<file path="config.mk">
export PLATFORM = sky130hd
export DESIGN_NAME = nfch_queue
export DESIGN_NICKNAME = d
export VERILOG_FILES = /design/src/rtl/nfc_host_frame_codec_top_macros.svh /design/src/rtl/nfch_pkg.sv /design/src/rtl/nfch_queue.sv
export SDC_FILE = /design/constraint.sdc
export NUM_CORES = 1
export LEC_CHECK = 0
export ABC_CLOCK_PERIOD_IN_PS = 3700
export BUFFER_PORTS_ARGS = -buffer_cell sky130_fd_sc_hd__buf_2
export CAP_MARGIN = 15
export CORE_AREA = 2 2 101 103
export DETAILED_ROUTE_END_ITERATION = 10
export DIE_AREA = 0 0 103 105
export PLACE_DENSITY = 0.82
export REMOVE_ABC_BUFFERS = 1
export SLEW_MARGIN = 40
export SYNTH_ARGS = -nofsm -noshare
export SYNTH_HDL_FRONTEND = slang
export SYNTH_SLANG_ARGS = --single-unit
</file>
<file path="constraint.sdc">
create_clock -name clk_i -period 3.7 [get_ports clk_i]
set_input_delay 0 -clock clk_i [delete_from_list [all_inputs] [get_ports clk_i]]
set_output_delay 0 -clock clk_i [all_outputs]
set_load 0.05 [all_outputs]
</file>
<file path="src/rtl/nfc_host_frame_codec_top_macros.svh">
// assertion helpers shared by the codec rtl
`ifndef NFC_HOST_FRAME_CODEC_TOP_MACROS_SVH
`define NFC_HOST_FRAME_CODEC_TOP_MACROS_SVH

// antecedent implies consequent in the same cycle
`define NFCH_ASSERT_IMP(lbl, ante, cons, msg) \
  lbl: assert property (@(posedge clk_i) disable iff (!rst_ni) (ante) |-> (cons)) \
    else $error(msg);

// condition must never hold
`define NFCH_ASSERT_NEVER(lbl, cond, msg) \
  `NFCH_ASSERT_IMP(lbl, 1'b1, !(cond), msg)

`endif

</file>
<file path="src/rtl/nfch_pkg.sv">
`timescale 1ns / 1ps

package nfch_pkg;

  // frame size limit default
  localparam int MaxFrameBytesDef = 200;

  // job queue depth between classifier and emitter
  localparam int QueueDepth = 4;

  // register reset
  localparam logic [7:0] MaxRespLenReset = 8'd192;

  // frame constants
  localparam logic [7:0] TfiHost = 8'hd4;
  localparam logic [7:0] TfiChip = 8'hd5;

  typedef enum logic [1:0] {
    MODE_TX      = 2'd0,
    MODE_RX_ACK  = 2'd1,
    MODE_RX_DATA = 2'd2
  } mode_e;

  typedef enum logic [1:0] {
    KIND_TX_BYTE = 2'd0,
    KIND_RX_BYTE = 2'd1,
    KIND_STATUS  = 2'd2
  } kind_e;

  typedef enum logic [2:0] {
    ST_OK        = 3'd0,
    ST_NOT_READY = 3'd1,
    ST_FRAMING   = 3'd2,
    ST_NACKED    = 3'd3,
    ST_TOO_LONG  = 3'd4
  } status_e;

  typedef enum logic [1:0] {
    OP_TX     = 2'd0,
    OP_RX     = 2'd1,
    OP_STATUS = 2'd2
  } job_op_e;

  // output sequence positions of one job
  localparam logic [3:0] PosPre   = 4'd0;
  localparam logic [3:0] PosSc0   = 4'd1;
  localparam logic [3:0] PosSc1   = 4'd2;
  localparam logic [3:0] PosLen   = 4'd3;
  localparam logic [3:0] PosLcs   = 4'd4;
  localparam logic [3:0] PosTfi   = 4'd5;
  localparam logic [3:0] PosData  = 4'd6;
  localparam logic [3:0] PosTrail = 4'd7;
  localparam logic [3:0] PosPost  = 4'd8;

  typedef struct packed {
    logic [1:0] mode;
    logic [7:0] in_byte;
    logic       first_byte;
    logic       last_byte;
    logic [7:0] payload_len;
  } in_item_t;

  typedef struct packed {
    kind_e      kind;
    logic [7:0] out_byte;
    status_e    status;
    logic       end_of_run;
  } out_item_t;

  // one classified item, expanded by the emitter
  typedef struct packed {
    job_op_e    op;
    logic [3:0] start;
    logic [3:0] last_pos;
    logic [7:0] len;
    logic [7:0] data;
    logic [7:0] dcs;
    status_e    status;
  } job_t;

  typedef struct packed {
    logic full;
    logic empty;
  } queue_stat_t;

endpackage

</file>
<file path="src/rtl/nfch_queue.sv">
`timescale 1ns / 1ps

module nfch_queue import nfch_pkg::*; (
  input  logic        clk_i,
  input  logic        rst_ni,
  input  logic        push_i,
  input  job_t        job_i,
  input  logic        pop_i,
  output job_t        head_o,
  output queue_stat_t stat_o
);

  localparam int PtrW = $clog2(QueueDepth);
  localparam int CntW = $clog2(QueueDepth + 1);

  job_t            mem_q [QueueDepth];
  logic [PtrW-1:0] wr_ptr_q;
  logic [PtrW-1:0] rd_ptr_q;
  logic [CntW-1:0] cnt_q;

  assign stat_o.full  = cnt_q == CntW'(QueueDepth);
  assign stat_o.empty = cnt_q == '0;
  assign head_o       = mem_q[rd_ptr_q];

  // entry storage
  always_ff @(posedge clk_i) begin
    if (push_i) begin
      mem_q[wr_ptr_q] <= job_i;
    end
  end

  // pointers and fill count
  always_ff @(posedge clk_i or negedge rst_ni) begin
    if (!rst_ni) begin
      wr_ptr_q <= '0;
      rd_ptr_q <= '0;
      cnt_q    <= '0;
    end else begin
      if (push_i) begin
        wr_ptr_q <= (wr_ptr_q == PtrW'(QueueDepth - 1)) ? '0 : wr_ptr_q + 1'b1;
      end
      if (pop_i) begin
        rd_ptr_q <= (rd_ptr_q == PtrW'(QueueDepth - 1)) ? '0 : rd_ptr_q + 1'b1;
      end
      case ({push_i, pop_i})
        2'b10:   cnt_q <= cnt_q + 1'b1;
        2'b01:   cnt_q <= cnt_q - 1'b1;
        default: cnt_q <= cnt_q;
      endcase
    end
  end

endmodule

</file>
==> metrics.md, run 1 <==
| Metric | Value |
|---|---|
| Outcome | `finished, final reports clean` |
| Vias per inst | `5.43` |
| Initial Utilization | `0.596` |
| Total gr overflow | `0` |
| Die area | `10,800 um2` |
| Die height | `105 um` |
| # rows | `36` |
| Peak VDD IR | `0.551 mV` |
| GRT Util Overall | `0.209` |
| Startpoint Class | `register` |
| Worst clock skew | `0.00627 ns` |
| Iteration count of the initial detailed-routing pass | `4` |
| Met2 usage | `0.328` |
| Non-Filler Instances | `510` |
| WS Path Type | `register to primary output` |
| GR peak layer | `met2` |
| Mapped Area | `5750 um2` |
| Required @ worst endpoint | `3.70 ns` |
| Reg-to-Reg Start | `wr_ptr_q[0]$_DFFE_PN0P_` |
| Final hold vios | `0` |
| Antenna viol nets, final | `0` |
| Filler cells | `558` |
| Min cycle time layout | `2.47 ns` |
| CTS clk-pin slew, worst paths | `0.06 ns` |
| Relative slew slack | `0.583` |
| CTS Hold Buffers Added | `41` |
| Post-Syn Instances | `231` |
| CTS Buffer Depth | `2` |
| Drt total wl | `10,300 um` |
| Critical path endpoint category | `primary output` |
| Final instance area | `7250 um2` |
| Cell variety after synth | `21` |
| Crit path DAT | `2.47 ns` |
| Core box area | `9640 um2` |
| LEAKAGE | `2.55 nW` |
| DP Wirelength | `5400 um` |
| Max Fclk | `405 MHz` |
| Via count | `2,768` |
| Largest net degree at the start of global routing | `40` |
| Io pins | `80` |
| Fraction of layout cells with a size suffix above 1 | `0.406` |
| Yosys warns | `0` |
| Worst r2r dst | `mem_q[2][12]$_DFFE_PP_` |
| Routed wire per std cell | `20.2 um` |
| First-pass GRT wire length | `16,000 um` |
| Unrepaired setup endpoints after global routing | `no` |
| Die W | `103 um` |
| Min-delay src | `job_i[23]` |
| CTS tree | `built` |
| Nets | `412` |
| Syn Area/Cell | `24.9 um2` |
| Setup bufs post-CTS | `0` |
| R2R depth | `3` |
| Sink Count | `155` |
| Slew of the pin with the lowest slew margin | `0.625 ns` |
| Hold Crit Class | `input port to register` |
| PostCTS Resize Cnt | `0` |
| Routing usage on met1 | `0.268` |
| Dpl cell area | `6280 um2` |
| Vias in the first global route | `3,060` |
| Area of the multi-input gates | `1060 um2` |
| R2r setup slk | `2.14 ns` |
| CP startpoint | `rd_ptr_q[0]$_DFFE_PN0P_` |
| Final period utilization | `0.668` |
| Syn-to-layout area delta | `26.0%` |
| # setup viols final | `0` |
| DRC violations left | `0` |
| Cts bufs inserted | `17` |
| Placer Congestion | `0.678` |
| Worst-Skew Late Latency | `0.52 ns` |
| Placed cell count | `437` |
| Clk root buf | `clkbuf_8` |
| Number of DRC markers in iteration 0 | `133` |
| FF+latch count, synth | `155` |
| Antenna violations before repair | `0` |
| I/O Buffers | `79` |
| Sequential cell area | `4620 um2` |
| Worst Hold Depth | `2` |
| Worst Hold Path EP | `mem_q[3][23]$_DFFE_PP_` |
| H-tree Lvls | `4` |
| Setup TNS | `0 ns` |
| Max-slew violations | `0` |
| PD cells | `861 nW/um2` |
| Register area share after synthesis | `0.803` |
| Met3 Resource Use GR | `0.0629` |
| CP Max Fanout | `20` |
| N_diodes | `0` |
| Max cap viols | `0` |
==> per-stage QoR <==
stage	hold WS [ns]	setup slack, ns	util	power [W]
2_1_floorplan	-0.296	1.28	-	0.00416
3_3_place_gp	-0.158	1.75	0.651	0.00461
3_5_place_dp	-0.152	1.73	0.652	0.00465
4_1_cts	0.205	1.15	0.752	0.00629
5_1_grt	0.224	1.06	0.752	0.00649
6_report	0.228	1.23	0.752	0.00624
==> per-layer routing <==
layer | wire (um) | share of wire
met2 | 5350 | 0.52
met3 | 612 | 0.059
met4 | 190 | 0.018
met5 | 0 | 0
met1 | 4130 | 0.40
==> worst max-delay path by stage <==
stage,slack (ns),endpoint,depth (start not counted)
after floorplan,1.28,head_o[0],1
after global placement,1.75,head_o[12],3
after detailed placement,1.73,head_o[12],3
after CTS,1.15,head_o[12],3
after global routing,1.06,head_o[11],3
final,1.23,head_o[12],3
==> sequential cells by signal, summed over array words and instances (netlist names) <==
register,count
mem_q,148
cnt_q,3
rd_ptr_q,2
wr_ptr_q,2
==> area by class of cell <==
cell class,count,area share
multi-input cells,62,0.146
flip-flops and latches,155,0.638
well taps,133,0.0230
clock inverters,12,0.0173
repair buffers,122,0.113
clock buffers,20,0.0587
inverters,6,0.00311
==> layout by cell type, fill, tap and decap left out, drive strengths merged <==
master and instances:
mux2i 1, nor3 1, clkbuf 20, or3 1
buf 81, dlygate4sd3 41, mux4 37, xnor2 1
and3 1, edfxtp 148, bufinv 2, mux2 2
clkinvlp 7, o21ai 2, and2 4, fa 1
inv 6, dfrtp 7, nand2 1, ha 6
nor2 2, xor2 2, clkinv 3
==> cell usage after synthesis <==
master / count / area (um2)
and2_1: 4 / 25.0
and3_1: 1 / 6.26
buf_2: 3 / 15.0
buf_4: 2 / 15.0
buf_6: 2 / 22.5
clkbuf_1: 1 / 3.75
dfrtp_1: 7 / 175
edfxtp_1: 148 / 4440
fa_1: 1 / 20.0
ha_1: 6 / 75.1
inv_1: 6 / 22.5
mux2_2: 2 / 22.5
mux2i_1: 1 / 10.0
mux4_2: 37 / 833
nand2_1: 1 / 3.75
nor2_1: 2 / 7.51
nor3_1: 1 / 5.00
o21ai_0: 2 / 10.0
or3_1: 1 / 6.26
xnor2_1: 1 / 8.76
xor2_1: 2 / 17.5
==> cells by family (layout without fill, tap and decap cells) <==
logic type	after synthesis	after routing	share of synthesized area
xor+xnor	3	3	0.00457
compound gates	2	2	0.00174
mux	40	40	0.151
buf+inv	14	160	0.0137
flops	155	155	0.803
simple gates	10	10	0.00936
fa+ha+maj	7	7	0.0165
==> power by group <==
group          switching [W]  internal (W)
Combinational        0.00145      0.000705
Clock               0.000645      0.000951
Sequential          0.000225       0.00226
==> critical path, cell delays in order, from the launching register on <==
cell and delay [ns]:
dfrtp_2 0.77, buf_4 0.38, mux4_2 0.56, buf_2 0.23
(Power assumes the default switching activity.)
==> inputs of run 2 (changes only) <==
--- a/config.mk
+++ b/config.mk
@@ -5,13 +5,13 @@
 export SDC_FILE = /design/constraint.sdc
 export NUM_CORES = 1
 export LEC_CHECK = 0
-export ABC_CLOCK_PERIOD_IN_PS = 3700
+export ABC_CLOCK_PERIOD_IN_PS = 2300
 export BUFFER_PORTS_ARGS = -buffer_cell sky130_fd_sc_hd__buf_2
 export CAP_MARGIN = 15
-export CORE_AREA = 2 2 101 103
+export CORE_AREA = 2 2 105 107
 export DETAILED_ROUTE_END_ITERATION = 10
-export DIE_AREA = 0 0 103 105
-export PLACE_DENSITY = 0.82
+export DIE_AREA = 0 0 107 109
+export PLACE_DENSITY = 0.77
 export REMOVE_ABC_BUFFERS = 1
 export SLEW_MARGIN = 40
 export SYNTH_ARGS = -nofsm -noshare
==> constraint.sdc (replaced) <==
create_clock -name clk_i -period 2.3 [get_ports clk_i]
set_input_delay 0 -clock clk_i [delete_from_list [all_inputs] [get_ports clk_i]]
set_output_delay 0 -clock clk_i [all_outputs]
set_load 0.05 [all_outputs]
==> metrics.md, run 2 (same netlist as run 1, synthesis figures left out) <==
| Metric | Value |
|---|---|
| DP Wirelength | `5880 um (+8.9%)` |
| Crit-path max cell delay | `0.67 ns (-0.10 ns)` |
| Sink Count | `155 (unchanged)` |
| Crit-path cells | `buf_12, mux4_2, buf_2` |
| CTS tree | `built` |
| Slowest stage cell, crit path | `dfrtp_2` |
| Crit path DAT | `2.02 ns (-0.45 ns)` |
| Peak VDD IR | `0.861 mV (+56%)` |
| Clk root buf | `clkbuf_8` |
| CP Max Fanout | `22 (+10%)` |
| Area of the multi-input gates | `1060 um2 (-0.47%)` |
| Worst-Skew Late Latency | `0.52 ns (about the same)` |
| Syn-to-layout area delta | `29.1%` |
| Dpl cell area | `6390 um2 (+1.7%)` |
| CP Capture Point | `head_o[29]` |
| Antenna viol nets, final | `0 (unchanged)` |
| Die W | `107 um (+3.9%)` |
| Core box area | `10,600 um2 (+10%)` |
| Slew of the pin with the lowest slew margin | `0.487 ns (-0.139 ns)` |
| Filler cells | `657 (+18%)` |
| Reg with most FFs | `mem_q` |
| Via count | `2,785 (+0.61%)` |
| Util after Layout | `0.700 (-0.0518)` |
| Relative slew slack | `0.676 (+0.0925)` |
| Placed cell count | `451 (+3.2%)` |
| Number of DRC markers in iteration 0 | `152 (+14%)` |
| Max-slew violations | `0 (unchanged)` |
| WS Path Type | `register to primary output` |
| Fraction of layout cells with a size suffix above 1 | `0.428 (+0.0224)` |
| Antenna violations before repair | `0 (unchanged)` |
| Min cycle time layout | `2.02 ns` |
| Vias in the first global route | `2,968 (-3.0%)` |
| Critical path depth | `3 (unchanged)` |
| Cell family with most CP delay | `flip-flops` |
| Routing usage on met1 | `0.240 (-0.0288)` |
| Final hold vios | `0 (unchanged)` |
| Outcome | `finished, final reports clean` |
| Iteration count of the initial detailed-routing pass | `4 (unchanged)` |
| Final period utilization | `0.878` |
| CP startpoint | `rd_ptr_q[1]$_DFFE_PN0P_` |
| R2R depth | `4 (+1)` |
| GR peak layer | `met2` |
| Cts bufs inserted | `17 (unchanged)` |
| Most frequent cells in the layout | `edfxtp_1 (148), buf_2 (79), dlygate4sd3_1 (41)` |
| H-tree Lvls | `4 (unchanged)` |
| Die height | `109 um (+3.8%)` |
| Placer Congestion | `0.694 (+2.4%)` |
| Required @ worst endpoint | `2.30 ns (-1.40 ns)` |
| Largest regs | `mem_q: 148 flops, cnt_q: 3 flops` |
| CTS clk-pin slew, worst paths | `0.06 ns (about the same)` |
| Worst clock skew | `0.00553 ns (-0.000739 ns)` |
| Routed wire per std cell | `18.7 um (-7.5%)` |
| Drt total wl | `9900 um (-3.8%)` |
| Met3 Resource Use GR | `0.0711 (+0.00825)` |
| I/O Buffers | `79 (unchanged)` |
| Io pins | `80 (unchanged)` |
| Smallest hold slack | `0.223 ns (-0.00478 ns)` |
| Most common cell after layout, fill and taps aside | `edfxtp_1` |
| Max Fclk | `495 MHz` |
| Largest net degree at the start of global routing | `33 (-18%)` |
| GRT Util Overall | `0.187 (-0.0228)` |
| Max cap viols | `0 (unchanged)` |
| Critical path endpoint category | `primary output` |
| Buf+Inv Stages, Crit Path | `2 (unchanged)` |
| # rows | `38 (+5.6%)` |
| Total gr overflow | `0 (unchanged)` |
| Hold Crit Class | `input port to register` |
| Met2 usage | `0.304 (-0.0240)` |
| LEAKAGE | `2.66 nW (+4.1%)` |
| Worst r2r dst | `mem_q[1][1]$_DFFE_PP_` |
| Max FFs per register | `148 (unchanged)` |
| PD cells | `1390 nW/um2 (+61%)` |
| Nets | `425 (+3.2%)` |
| Die area | `11,700 um2 (+7.8%)` |
| R2r setup slk | `0.70 ns (-1.44 ns)` |
| DRC violations left | `0 (unchanged)` |
| # setup viols final | `0 (unchanged)` |
| Initial Utilization | `0.542 (-0.0542)` |
| CTS Buffer Depth | `2 (unchanged)` |
| Worst Hold Depth | `2 (unchanged)` |
| Final instance area | `7420 um2 (+2.4%)` |
| Sequential cell area | `4620 um2 (unchanged)` |
| Reg-to-Reg Start | `wr_ptr_q[1]$_DFFE_PN0P_` |
| Vias per inst | `5.25 (-3.2%)` |
| Unrepaired setup endpoints after global routing | `no` |
| First-pass GRT wire length | `15,500 um (-3.5%)` |
| N_diodes | `0 (unchanged)` |
| Setup TNS | `0 ns (unchanged)` |
| Non-Filler Instances | `530 (+3.9%)` |
| Startpoint Class | `register` |
run 2: report_power, final:
part	switching (W)	internal [W]
Sequential	0.000215	0.00364
Clock	0.00101	0.00164
Combinational	0.00251	0.00130
run 2: worst min path at each step:
| stage | from | endpoint | slack [ns] |
|---|---|---|---|
| CTS | job_i[30] | mem_q[0][30]$_DFFE_PP_ | 0.20 |
| floorplan | rst_ni | cnt_q[0]$_DFFE_PN0P_ | -0.30 |
| global route | job_i[8] | mem_q[0][8]$_DFFE_PP_ | 0.21 |
| detailed placement | rst_ni | cnt_q[2]$_DFFE_PN0P_ | -0.15 |
| global placement | rst_ni | cnt_q[2]$_DFFE_PN0P_ | -0.16 |
| finish | job_i[22] | mem_q[3][22]$_DFFE_PP_ | 0.22 |
run 2: area by class of cell:
| cell class | instances | area share |
|---|---|---|
| Clock buffer | 20 | 0.0573 |
| Clock inverter | 12 | 0.0201 |
| Inverter | 6 | 0.00303 |
| Multi-Input combinational cell | 62 | 0.142 |
| Sequential cell | 155 | 0.623 |
| Tap cell | 140 | 0.0236 |
| Timing Repair Buffer | 135 | 0.131 |
run 2: layer usage:
layer	wire [um]	vias up
met5	0	-
met4	77	0
met3	574	9
met2	5050	84
met1	4190	1431
li1	-	1261
run 2: through the flow:
step,total power (W),worst slack (ns)
after floorplan,0.00669,-0.121
after global placement,0.00755,0.509
after detailed placement,0.00761,0.498
after CTS,0.0104,0.0467
after global routing,0.0107,0.202
final,0.0103,0.280
run 2: repair_timing:
| action | CTS | global route |
|---|---|---|
| hold buffers | 41 | 0 |
| hold endpoints to repair | 161 | 0 |
| pin swaps | 0 | 0 |
| resized for setup | 1 | 0 |
| buffers inserted | 0 | 6 |
| setup endpoints to repair | 23 | 3 |
